**src/stst_pkg.sv**
```systemverilog
package stst_pkg;

    localparam int TABLE_DEPTH = 1024;
    localparam int AW = $clog2(TABLE_DEPTH);
    localparam int CW = AW + 1;
    localparam int SW = 16;
    localparam int EW = 18;
    localparam int IW = 10;

    localparam logic MODE_LOAD  = 1'b0;
    localparam logic MODE_QUERY = 1'b1;

    // register select is paddr[2]
    localparam logic REG_TOLERANCE = 1'b0;
    localparam logic REG_ENTRIES   = 1'b1;

    localparam logic [SW-1:0] TOL_RESET = 16'd16;

    typedef struct packed {
        logic [SW-1:0] one;
        logic [SW-1:0] two;
        logic [SW-1:0] three;
    } tri_t;

    typedef struct packed {
        logic          clear;
        logic          valid;
        logic [CW-1:0] idx;
    } scan_ctrl_t;

    typedef struct packed {
        logic          busy;
        logic          found;
        logic [CW-1:0] idx;
        logic [EW-1:0] err;
    } scan_stat_t;

    typedef enum logic [2:0] {
        ST_IDLE,
        ST_BS_ISSUE,
        ST_BS_CMP,
        ST_SCAN,
        ST_DRAIN
    } state_t;

endpackage

```
**src/stst_scan.sv**
```systemverilog
// Three cells in a row: difference cell, sum cell, best-keep cell.
module stst_scan (
    input  logic                    aclk,
    input  logic                    aresetn,
    input  stst_pkg::scan_ctrl_t    ctrl,
    input  stst_pkg::tri_t          entry,
    input  stst_pkg::tri_t          meas,
    input  logic [stst_pkg::SW-1:0] tol,
    output stst_pkg::scan_stat_t    stat
);
    import stst_pkg::*;

    logic          a_v_reg, a_v_next;
    logic [CW-1:0] a_idx_reg;
    logic [SW-1:0] e1_reg, e2_reg, e3_reg;
    logic          a_ok_reg;
    logic          b_v_reg, b_v_next;
    logic [CW-1:0] b_idx_reg;
    logic [EW-1:0] b_err_reg;
    logic          b_ok_reg;
    logic          best_found_reg, best_found_next;
    logic [CW-1:0] best_idx_reg, best_idx_next;
    logic [EW-1:0] best_err_reg, best_err_next;
    logic [SW-1:0] e1, e2, e3;
    logic          take;

    always_comb begin
        e1 = (entry.one   >= meas.one)   ? entry.one   - meas.one   : meas.one   - entry.one;
        e2 = (entry.two   >= meas.two)   ? entry.two   - meas.two   : meas.two   - entry.two;
        e3 = (entry.three >= meas.three) ? entry.three - meas.three : meas.three - entry.three;
        a_v_next = ctrl.valid;
        b_v_next = a_v_reg;
        take = b_v_reg && b_ok_reg && (!best_found_reg || (b_err_reg < best_err_reg));
        best_found_next = best_found_reg;
        best_idx_next   = best_idx_reg;
        best_err_next   = best_err_reg;
        if (ctrl.clear) begin
            best_found_next = 1'b0;
            best_idx_next   = '0;
            best_err_next   = '0;
        end else if (take) begin
            best_found_next = 1'b1;
            best_idx_next   = b_idx_reg;
            best_err_next   = b_err_reg;
        end
    end

    always_ff @(posedge aclk) begin
        if (!aresetn) begin
            a_v_reg        <= 1'b0;
            b_v_reg        <= 1'b0;
            best_found_reg <= 1'b0;
            best_idx_reg   <= '0;
            best_err_reg   <= '0;
        end else begin
            a_v_reg        <= a_v_next;
            b_v_reg        <= b_v_next;
            best_found_reg <= best_found_next;
            best_idx_reg   <= best_idx_next;
            best_err_reg   <= best_err_next;
        end
        a_idx_reg <= ctrl.idx;
        e1_reg    <= e1;
        e2_reg    <= e2;
        e3_reg    <= e3;
        a_ok_reg  <= (e2 < tol) && (e3 < tol);
        b_idx_reg <= a_idx_reg;
        b_err_reg <= EW'(e1_reg) + EW'(e2_reg) + EW'(e3_reg);
        b_ok_reg  <= a_ok_reg;
    end

    assign stat.busy  = a_v_reg | b_v_reg;
    assign stat.found = best_found_reg;
    assign stat.idx   = best_idx_reg;
    assign stat.err   = best_err_reg;

endmodule

```
**config.mk**
```make
export PLATFORM = sky130hd
export DESIGN_NAME = stst_scan
export DESIGN_NICKNAME = d
export VERILOG_FILES = /design/src/stst_pkg.sv /design/src/stst_scan.sv
export SDC_FILE = /design/constraint.sdc
export NUM_CORES = 1
export LEC_CHECK = 0
export ABC_AREA = 1
export BUFFER_PORTS_ARGS = -buffer_cell sky130_fd_sc_hd__buf_2
export CAP_MARGIN = 25
export CORE_UTILIZATION = 40
export DETAILED_ROUTE_END_ITERATION = 10
export PLACE_DENSITY = 0.62
export SLEW_MARGIN = 5
export SYNTH_ARGS = -nofsm -noshare
export SYNTH_HDL_FRONTEND = slang
export SYNTH_SLANG_ARGS = --single-unit
export TNS_END_PERCENT = 50
```
**constraint.sdc**
```tcl
create_clock -name aclk -period 3.64 [get_ports aclk]
set_input_delay 0.364 -clock aclk [delete_from_list [all_inputs] [get_ports aclk]]
set_output_delay 0.364 -clock aclk [all_outputs]
set_load 0.005 [all_outputs]
```
Word level (Yosys, flattened, before mapping) --
Index checks and enable logic that the tools add are counted.
Storage, ports and cells: bits in registers 122, bits of input ports 127, output and inout bits 31, logic and storage cells 38
Operators by class: add/sub/neg operators 8, $lt $le $gt $ge 6, multiplexer cells 3, bitwise operators 2, reduce and logical (&&, ||, !) cells 6
Operators by type and width (count):
- 16-bit subtractor | 6
- 16-bit >= comparator | 3
- 16-bit 2-to-1 mux | 3
- 16-bit < comparator | 2
- 17-bit by 16-bit adder with 18-bit output | 1
- 18-bit < comparator | 1
- 16-bit by 16-bit adder with 17-bit output | 1
- 1-bit logical AND | 3
- 2-bit OR reduction | 1
- 1-bit logical NOT | 1
- 1-bit logical OR | 1
- 1-bit inverter | 1
- 1-bit OR | 1

Logic depth before layout (Yosys ltp) --
Gate-level depths: netlist (run 1).
word-level depth 4, depth in mapped cells 23, gate-level depth less buffers 23

Least setup slack after synthesis (run 1) --
No wires, ideal clock.
kind in2reg, from input entry[16] (netlist bit), to register a_ok_reg, library setup time 64 ps, arrival time 2756 ps, required time 3576 ps, slack 820 ps, cell stages on the path 21, buffers on the path 1, path through inv_1 ha_1 inv_1 fa_1 nand3_1 nand2_1 nand2_1 nand4_1 a21oi_2 buf_4 nand2_1 nand2_1 inv_1 ha_1 a21oi_1 nor2_1 a211oi_1 nor2_1 nor2_1 nand2_1 nor2_1
On the way: word-level cells in the longest chain between the ends 4, elaborated cells on any way between the ends 6, classes of those cells add/sub: 2; order compare: 2; mux: 1; reduce/logical: 1
Ends and longest elaborated chain:
- start: declaration | RTL line stst_scan.sv:6 | input stst_pkg::tri_t entry,
- 16-bit subtractor / 16-bit >= comparator (equally long branches) | RTL line stst_scan.sv:29 | e2 = (entry.two >= meas.two) ? entry.two - meas.two : meas.two - entry.two;
- 16-bit 2-to-1 mux * | RTL line stst_scan.sv:29
- via e2[9] | RTL line stst_scan.sv:24 | logic [SW-1:0] e1, e2, e3;
- 16-bit < comparator * | RTL line stst_scan.sv:66 | a_ok_reg <= (e2 < tol) && (e3 < tol);
- 1-bit logical AND * | RTL line stst_scan.sv:66
- end signal: assignment | RTL line stst_scan.sv:66
- end: declaration | RTL line stst_scan.sv:16 | logic a_ok_reg;
Mark *: on every way through the listed nets, which the timed path passes. The rest lies on a longest branch. A chain may end at the register's enable or synchronous reset.

Final worst setup path (run 1) --
Ends and elaborated chain as after synthesis.

==> out/qor.yml, run 1 <==
clk_pin_slew_worst_paths_ps: 60
yosys.area.top_type: "dfxtp_1"
hpwl_um: 23700
finalHoldViolations: 0
io_pins: 158
n_fill_cell: 2851
final_net_count: 2113
hold_path_class: "in -> reg"
synth.net_count: 1969
grt.total_usage_pct: 20.3
cts_resized: 0
diodes: 0
end_kind: "register"
required_ps: 4010
first_pass_iters: 7
setup_violations: 0
synth_area_per_cell_um2: 6.69
drive_gt1_share_pct: 12.6
cts_buffers: 17
max_freq_ghz: 0.343
fp.coreArea_um2: 27100
die_h_um: 169
status: "complete, no violations"
ys_types: 44
io_buffers: 157
synthTopCellsByArea: "dfxtp_1 (22%), ha_1 (17%), nand2_1 (15%)"
finalWeightedCongestion: 0.893
viasPerCell: 4.71
synth-edff-count: 0
fp.dieW_um: 169
finalCritPeriodShare_pct: 80.1
seq_area_frac_synth_pct: 21.9
antenna_found_initial: 0
path_max_fanout: 13
grt.overflow.total: 0
final_common_cell: "nand2_1"
regArea_um2: 2440
cts_tree: "done"
clock_path_buffers: 2
worst_slew_pin_slew_ps: 939
cts_setup_buffers: 0
ys_seq_elements: 122
synth_flop_cell: "dfxtp_1"
die-area_um2: 28500
wl_per_cell_um: 12.7
synth_cells: 1664
cts_max_level: 4
hp-start: "ctrl[3]"
ant_nets: 0
num_vias: 10300
area_growth_syn_to_layout_pct: 15.1
startpoint: "entry[16]"
setup_tns_ps: 0
p_leak_nw: 7.07
grt_pass1_vias: 9727
relSlewSlack_pct: 37.3
root_buffer: "clkbuf_16"
synthesis.area_um2: 11100
power_density_nw_per_um2: 525
grt_pass1_wl_um: 46800
floorplan.rows: 60
cts_hold_buf: 0
clock-sinks: 122
maxSlewViolCount: 0
startpoint_type: "primary input"
grt_max_degree: 60
rsz0062_at_grt: "false"
ir_drop_mv: 0.366
initialDrtViolationCount: 612
multi_input_area_um2: 7270
mostFrequentLayoutCells: "nand2_1 (442), inv_1 (311), buf_2 (157)"
yosys_warnings: 0
drt_wl_total_um: 27900
rrSetupSlack_ps: 1010
synth_top_area_share_pct: 21.9
rr_startpoint: "e1_reg[1]$_DFF_P_"
path_class: "in -> reg"
drc: 0
synthArstFlopShare_pct: 0
crit_arrival_ps: 3280
maxCapViolCount: 0
min_period_ps: 2910
initial_utilization_pct: 41.1
clk_latency_ps: 420
total_power_mw: 6.72
skew_ps: 17.4
final cells by class:
| cell class | instances | area share, % |
|---|---|---|
| Clock buffer | 17 | 3.32 |
| Clock inverter | 15 | 1.40 |
| Inverter | 318 | 9.34 |
| Multi-Input combinational cell | 1188 | 56.7 |
| Sequential cell | 122 | 19.1 |
| Tap cell | 372 | 3.63 |
| Timing Repair Buffer | 161 | 6.52 |
logic make-up (layout without fill, tap and decap cells):
group                      Yosys count  count (layout)  synth area share [%]
AOI/OAI and AO/OA                  263             263                  12.9
xor gates and xnor gates            71              71                  5.58
adders and majority gates          178             178                  21.6
buffers and inverters              354             511                  12.8
DFF                                122             122                  21.9
and+or+nand+nor                    676             676                  25.2
cell usage after synthesis, drive strengths merged (4+ instances only):
cell type  count
inv          318
nand2        452
xnor2         11
a21oi        152
nand3         86
fa            23
a21boi         4
o21a           6
xor2          60
nand4          7
nor2         107
ha           155
o21ai         79
a21o           7
nand3b         7
clkbuf        11
dfxtp        122
and2           4
buf           25
nor3           9
o21bai         9
critical path: stages:
cell and delay [ps]:
buf_2 110, inv_1 50, ha_1 160, inv_1 50, fa_1 430, nand3_1 130
nand2_1 130, nand2_1 100, nand4_1 190, a21oi_2 170, buf_4 210, nand2_1 70
nand2_1 80, inv_1 60, ha_1 290, nand2_1 60, inv_1 30, o21ai_0 210
o211ai_1 130, nor2_1 110, nand2_1 60, nor2_1 70
power by group:
part / leakage (nW) / internal (mW) / total [mW] / switching, mW
registers: 1.02 / 1.64 / 1.82 / 0.180
logic: 5.76 / 1.28 / 3.19 / 1.91
clock network: 0.297 / 1.04 / 1.71 / 0.673
path summary, 6_finish.rpt:
check	to	depth (start not counted)
worst min register to register	b_idx_reg[8]$_DFF_P_	0
worst min-delay path	a_idx_reg[3]$_DFF_P_	1
worst max register to register	b_err_reg[17]$_DFF_P_	10
worst max-delay path	a_ok_reg$_DFF_P_	22
per-stage QoR:
stage               util, %  cells  instance area, um2  hold slack, ps  setup slack [ps]
finish                 47.3   2193               12800            42.6               726
detailed placement     44.9   2160               12200             314               337
global route           47.3   2193               12800            12.4               467
CTS                    47.2   2192               12800            18.5               784
floorplan                 -   1664               11100             310               820
global placement       44.9   2160               12200             311               397
routing by layer:
layer	GRT usage, %	wire [um]	vias to the layer above
met3	3.09	946	26
met2	33.9	12600	209
met1	27.5	14000	4604
li1	-	-	5482
met5	0	0	-
met4	4.74	361	0
(Power assumes the default switching activity.)
==> inputs of run 2 (changes only) <==
Clock period 3.64 ns to 2.8 ns, I/O delays scaled along.
==> run 2 against run 1 <==
Sequential cell count unchanged. Combinational power up 44%. Sequential share of layout area fell by 1.6 points. Die area unchanged. Critical path depth is 12 lower. Worst setup slack worse by 530 ps. Register-to-register slack got worse by 820 ps. Total power rose by 37%. Critical path type is now reg -> reg. Clock skew is 9.2 ps lower. Highest routed layer unchanged. Design area is 9.1% higher. Count of clock-buffer cells in the layout stayed put. Routed wire length up 3.2%.
==> out/qor.yml, run 2 (synthesized netlist as in run 1, its figures left out) <==
final_cells: 2340  # +6.7%
grt.overflow.total: 0  # unchanged
n_fill_cell: 2746  # -3.7%
crit_family: "adder cells"
grt_max_degree: 60  # unchanged
p_leak_nw: 7.78  # +10%
mostFrequentLayoutCells: "nand2_1 (440), inv_1 (311), buf_2 (157)"
path_max_fanout: 3  # -10
maxCapViolCount: 0  # unchanged
viasPerCell: 4.58  # -2.6%
required_ps: 3140  # -870 ps
rr_worst_depth: 10  # unchanged
power_density_nw_per_um2: 660  # +26%
cts_tree: "done"
crit_arrival_ps: 2950  # -330 ps
rr_startpoint: "e1_reg[1]$_DFF_P_"
fp.coreArea_um2: 27100  # unchanged
total_power_mw: 9.23  # +37%
initial_utilization_pct: 41.1  # unchanged
clk_pin_slew_worst_paths_ps: 60  # about the same
hold_end: "a_v_reg$_SDFF_PN0_"
antenna_found_initial: 0  # unchanged
io_buffers: 157  # unchanged
final_common_cell: "nand2_1"
worst_slew_pin_slew_ps: 958  # +19.2 ps
final_util_pct: 51.6  # +4.3 points
die-area_um2: 28500  # unchanged
critPathMaxStageDelay_ps: 570  # +140 ps
power_frac_seq_pct: 25.3  # -1.8 points
end_kind: "register"
min_period_ps: 2610
fp.dieW_um: 169  # unchanged
p_switching_mw: 3.61  # +31%
final_net_count: 2260  # +7.0%
drc: 0  # unchanged
rrSetupSlack_ps: 190  # -820 ps
maxSlewViolCount: 0  # unchanged
worst_hold_slack_ps: 57.7  # +15.1 ps
r2r-end: "b_err_reg[17]$_DFF_P_"
ir_drop_mv: 0.524  # +43%
fin_ws_ps: 191  # -535 ps
combPwrFrac_pct: 49.8  # +2.3 points
cp_cell_sequence: "fa_1 -> ha_1 -> inv_1 -> fa_1 -> nand3b_1 -> nand2_1 -> a21boi_0 -> o21ai_0 -> a21oi_1 -> nor2_1"
clk_latency_ps: 410  # about the same
dpl.cell_count: 2295  # +6.3%
grt_pass1_vias: 10300  # +5.6%
drt_wl_total_um: 28800  # +3.2%
p_int_mw: 5.62  # +42%
grt.total_usage_pct: 20.7  # +0.37 points
hold_path_class: "in -> reg"
rsz0062_at_grt: "false"
drive_gt1_share_pct: 19.0  # +6.4 points
first_pass_iters: 5  # -2
finalHoldViolations: 0  # unchanged
dp_slack_ps: -197  # -534 ps
worst_path_most_repeated_cell: "fa_1"
cts_max_level: 4  # unchanged
skew_ps: 8.23  # -9.18 ps
cts_buffers: 17  # unchanged
relSlewSlack_pct: 36.0  # -1.3 points
hpwl_um: 24500  # +3.7%
status: "complete, no violations"
area_growth_syn_to_layout_pct: 25.6
die_h_um: 169  # unchanged
max_freq_ghz: 0.383
num_vias: 10700  # +3.9%
finalWeightedCongestion: 0.903  # +1.1%
grt_pass1_wl_um: 48100  # +2.7%
clock_path_buffers: 2  # unchanged
cp_slowest_cell: "fa_1"
ant_nets: 0  # unchanged
diodes: 0  # unchanged
hold_depth: 3  # +2
finalCritPeriodShare_pct: 93.2
floorplan.rows: 60  # unchanged
crit_buf_inv: 1  # -5
io_pins: 158  # unchanged
root_buffer: "clkbuf_16"
clock-sinks: 122  # unchanged
hp-start: "ctrl[11]"
multi_input_area_um2: 7290  # +0.33%
p_sw_share_pct: 39.1  # -2.0 points
initialDrtViolationCount: 506  # -17%
regArea_um2: 2440  # unchanged
clkPwrFrac_pct: 24.9  # -0.5 points
wl_per_cell_um: 12.3  # -3.3%
startpoint_type: "register"
setup_violations: 0  # unchanged
path_class: "reg -> reg"
-- run 2: cell type report --
type,count,area share (%)
clock buffer,17,3.04
clock inverter,15,1.51
inverter,318,8.56
multi-input combinational,1188,52.1
sequential,122,17.5
tap,372,3.33
timing repair buffer,308,13.9
-- run 2: per-layer routing --
metal | GRT usage, % | up-vias | routed length [um]
met2 | 34.9 | 195 | 13300
met4 | 4.31 | 0 | 264
li1 | - | 5773 | -
met1 | 28.4 | 4735 | 14400
met3 | 2.27 | 18 | 916
met5 | 0 | - | 0
-- run 2: timing repair --
item                                   4_1_cts  5_1_grt
resized for setup                            0       12
buffers inserted                             0        1
endpoints found under the hold margin       11        0
hold buffers                                11        0
setup endpoints to repair                    0        1
-- run 2: worst max-delay path by stage --
stage,slack (ps),endpoint,depth (start not counted),startpoint
2_1_floorplan,60,a_ok_reg$_DFF_P_,21,entry[16]
3_3_place_gp,-110,a_ok_reg$_DFF_P_,22,entry[16]
3_5_place_dp,-200,a_ok_reg$_DFF_P_,23,entry[0]
4_1_cts,160,b_err_reg[17]$_DFF_P_,10,e1_reg[1]$_DFF_P_
5_1_grt,6,a_ok_reg$_DFF_P_,23,entry[0]
6_report,190,b_err_reg[17]$_DFF_P_,10,e1_reg[1]$_DFF_P_
-- run 2: worst reg2reg max path: stages (launching register included) --
cell and delay [ps]:
dfxtp_1 330, fa_1 570, ha_1 210, inv_1 80, fa_1 390, nand3b_1 170, nand2_1 80, a21boi_0 160
o21ai_0 350, a21oi_1 110, nor2_1 90
-- run 2: metrics by stage --
step	TNS [ps]	cell area [um2]
finish	0	14000
global route	0	14000
CTS	0	13900
detailed placement	-197	13200
global placement	-113	13200
floorplan	0	11100
-- run 2: power groups by stage --
stage / registers, mW / logic, mW / clock network, mW
5_1_grt: 2.38 / 5.27 / 2.44
3_3_place_gp: 2.38 / 4.47 / 0
6_report: 2.34 / 4.59 / 2.30
3_5_place_dp: 2.39 / 4.53 / 0
2_1_floorplan: 2.31 / 3.21 / 0
4_1_cts: 2.35 / 4.58 / 2.35
==> inputs of run 3 (changes only) <==
Settings changed: ABC_AREA 1 to 0, CORE_UTILIZATION 40 to 30, PLACE_DENSITY 0.62 to 0.51.
==> run 3 against run 2 <==
The run now ends with negative setup slack left. Die area is 17% higher. Via count is 15% lower. Routed wire length is 5.9% lower. Largest cell class unchanged. Largest power group unchanged. Highest routed layer unchanged.
==> out/qor.yml, run 3 <==
status: "finished with violations"
violations: "negative setup slack"
cts_buffers: 17  # unchanged
synth_top_area_share_pct: 24.9  # +2.9 points
drc: 0  # unchanged
num_vias: 9147  # -15%
synth_top_family_by_area: "adder cells"
drive_gt1_share_pct: 28.2  # +9.2 points
cts_max_level: 4  # unchanged
hpwl_um: 22400  # -8.5%
clk_pin_slew_worst_paths_ps: 50  # about the same
setup_violations: 1  # +1
min_period_ps: 3310  # +703 ps
hold_path_class: "in -> reg"
required_ps: 3120  # -20 ps
antenna_found_initial: 0  # unchanged
n_fill_cell: 3234  # +18%
max_freq_ghz: 0.302  # -21%
wl_per_cell_um: 13.9  # +13%
p_leak_nw: 6.68  # -14%
synth-edff-count: 0  # unchanged
viasPerCell: 4.69  # +2.4%
p_switching_mw: 3.32  # -8.0%
ant_nets: 0  # unchanged
synth.most_common_cell: "inv_1"
relSlewSlack_pct: 39.2  # +3.2 points
yosys.area.top_type: "dfxtp_1"
p_int_mw: 5.82  # +3.5%
synth.net_count: 1455  # -26%
cts_tree: "done"
dp_slack_ps: -1000  # -804 ps
fp.coreArea_um2: 31900  # +18%
drt_wl_total_um: 27100  # -5.9%
synthesis.area_um2: 9830  # -12%
first_pass_iters: 6  # +1
final_net_count: 1808  # -20%
p_sw_share_pct: 36.3  # -2.8 points
crit_arrival_ps: 3630  # +680 ps
wl_met1_um: 13000  # -9.7%
clkPwrFrac_pct: 22.7  # -2.2 points
synth_cells: 1150  # -31%
initial_utilization_pct: 30.8  # -10 points
muxShareOfSynthArea_pct: 3.36  # +3.4 points
fp.dieW_um: 183  # +8.4%
hp-start: "ctrl[11]"
synthTopCellsByArea: "dfxtp_1 (25%), ha_1 (20%), inv_1 (6.1%)"
maxSlewViolCount: 0  # unchanged
grt.overflow.total: 0  # unchanged
power_frac_seq_pct: 26.5  # +1.2 points
io_pins: 158  # unchanged
ir_drop_mv: 0.575  # +9.7%
ys_seq_elements: 122  # unchanged
area_growth_syn_to_layout_pct: 36.3
combPwrFrac_pct: 50.8  # +1.0 points
io_buffers: 157  # unchanged
synth-xor-area-share_pct: 4.90  # -0.68 points
power_density_nw_per_um2: 682  # +3.4%
seq_area_frac_synth_pct: 24.9  # +2.9 points
wl_met2_um: 13000  # -2.3%
rsz0062_at_grt: "true"
synth_fa_ha_area_share_pct: 24.4  # +2.9 points
diodes: 0  # unchanged
die_h_um: 183  # +8.4%
clk_latency_ps: 410  # about the same
clock-sinks: 122  # unchanged
synth_compound_area_share_pct: 22.2  # +9.3 points
wl_met3_um: 965  # +5.3%
synthTopCellsByCount: "inv_1 (160), ha_1 (155), dfxtp_1 (122), o21ai_0 (80), a21oi_1 (69)"
maxCapViolCount: 0  # unchanged
rr_worst_depth: 11  # +1
root_buffer: "clkbuf_16"
synth_flop_cell: "dfxtp_1"
synth_area_per_cell_um2: 8.54  # +28%
initialDrtViolationCount: 454  # -10%
synthSimpleGateAreaFrac_pct: 12.0  # -13 points
top_layer: "met4"
finalHoldViolations: 0  # unchanged
worst_slew_pin_slew_ps: 910  # -48.4 ps
final_cells: 1950  # -17%
finalWeightedCongestion: 0.880  # -2.6%
grt.total_usage_pct: 16.3  # -4.4 points
mostFrequentLayoutCells: "buf_4 (202), inv_1 (158), buf_2 (156)"
floorplan.rows: 65  # +8.3%
startpoint_type: "primary input"
final_common_cell: "buf_4"
worst_hold_slack_ps: 85.4  # +27.6 ps
rrSetupSlack_ps: 110  # -80 ps
yosys_warnings: 0  # unchanged
die-area_um2: 33500  # +17%
finalCritPeriodShare_pct: 118  # +25 points
path_max_fanout: 6  # +3
rr_startpoint: "e1_reg[1]$_DFF_P_"
skew_ps: 8.59  # +0.363 ps
grt_pass1_vias: 9018  # -12%
grt_max_degree: 31  # -48%
hold_end: "a_v_reg$_SDFF_PN0_"
clock_path_buffers: 2  # unchanged
path_class: "in -> reg"
hold_depth: 2  # -1
end_kind: "register"
ys_types: 72  # +64%
grt_pass1_wl_um: 44000  # -8.4%
dpl.cell_count: 1901  # -17%
fin_ws_ps: -512  # -703 ps
synthArstFlopShare_pct: 0  # unchanged
r2r-end: "b_err_reg[15]$_DFF_P_"
==> run 3: cell count changes after synthesis, moves of 24 or more <==
cell,previous run,this run
mux2i_1,0,33
nor2_1,102,40
nand2_1,443,52
a21oi_1,146,69
inv_1,311,160
a21boi_0,4,32
xnor2_1,11,35
a21o_1,7,38
xor2_1,60,20
nand3_1,85,43
==> run 3: final cells by class <==
type                       count  area (um2)  area share, %
timing repair buffer         375        2500           18.7
sequential                   122        2440           18.2
multi-input combinational    826        6730           50.3
inverter                     161         607           4.53
clock buffer                  23         468           3.49
tap                          435         544           4.06
clock inverter                 8        95.1          0.710
==> run 3: kinds of logic (layout without fill, tap and decap cells) <==
kind of cell | count (synthesis) | count (layout)
DFF | 122 | 122
and+or+nand+nor | 234 | 234
xor gates and xnor gates | 55 | 55
muxes | 33 | 33
AOI/OAI and AO/OA | 325 | 326
buffers and inverters | 203 | 567
adders and majority gates | 178 | 178
==> run 3: through the flow <==
stage          cell area [um2]  util, %  power (mW)  setup TNS, ps
6_report                 13400     42.0        9.14           -512
5_1_grt                  13400     42.0        9.88           -792
4_1_cts                  13300     41.7        9.13           -435
3_5_place_dp             12500     39.3        6.95          -1110
3_3_place_gp             12500     39.3        6.89           -994
2_1_floorplan             9860        -        5.50           -514
==> run 3: per-layer routing <==
metal | up-vias | GRT usage [%]
met2 | 185 | 28.0
met4 | 0 | 3.53
li1 | 4714 | -
met1 | 4232 | 21.2
met5 | - | 0
met3 | 16 | 2.62
==> run 3: timing repair <==
item,CTS,global route
setup endpoints to repair,1,3
endpoints found under the hold margin,11,0
resized for setup,12,11
buffers inserted,3,3
hold buffers,11,0
pin swaps,14,17
gates cloned,1,0
==> run 3: critical path: stages <==
cell,delay [ps]
buf_2,90
inv_1,40
ha_1,290
nand2_1,70
o41a_1,380
a221o_1,400
a32oi_4,410
o211ai_1,190
o32ai_2,220
xnor2_2,170
ha_1,270
nand4_1,120
nor2_1,70
nor3_1,190
nand4_1,160
nor4b_2,280
==> run 3: how the worst max path moves through the flow <==
stage	from	endpoint
floorplan	entry[0]	a_ok_reg$_DFF_P_
global placement	entry[21]	a_ok_reg$_DFF_P_
detailed placement	entry[21]	a_ok_reg$_DFF_P_
CTS	entry[16]	a_ok_reg$_DFF_P_
global route	entry[16]	a_ok_reg$_DFF_P_
finish	entry[20]	a_ok_reg$_DFF_P_
==> run 3: power groups by stage <==
stage,logic (mW),clock network [mW],registers (mW)
after global placement,4.43,0,2.46
after detailed placement,4.48,0,2.47
after floorplan,3.14,0,2.36
after CTS,4.57,2.12,2.43
final,4.64,2.08,2.42
after global routing,5.20,2.22,2.46
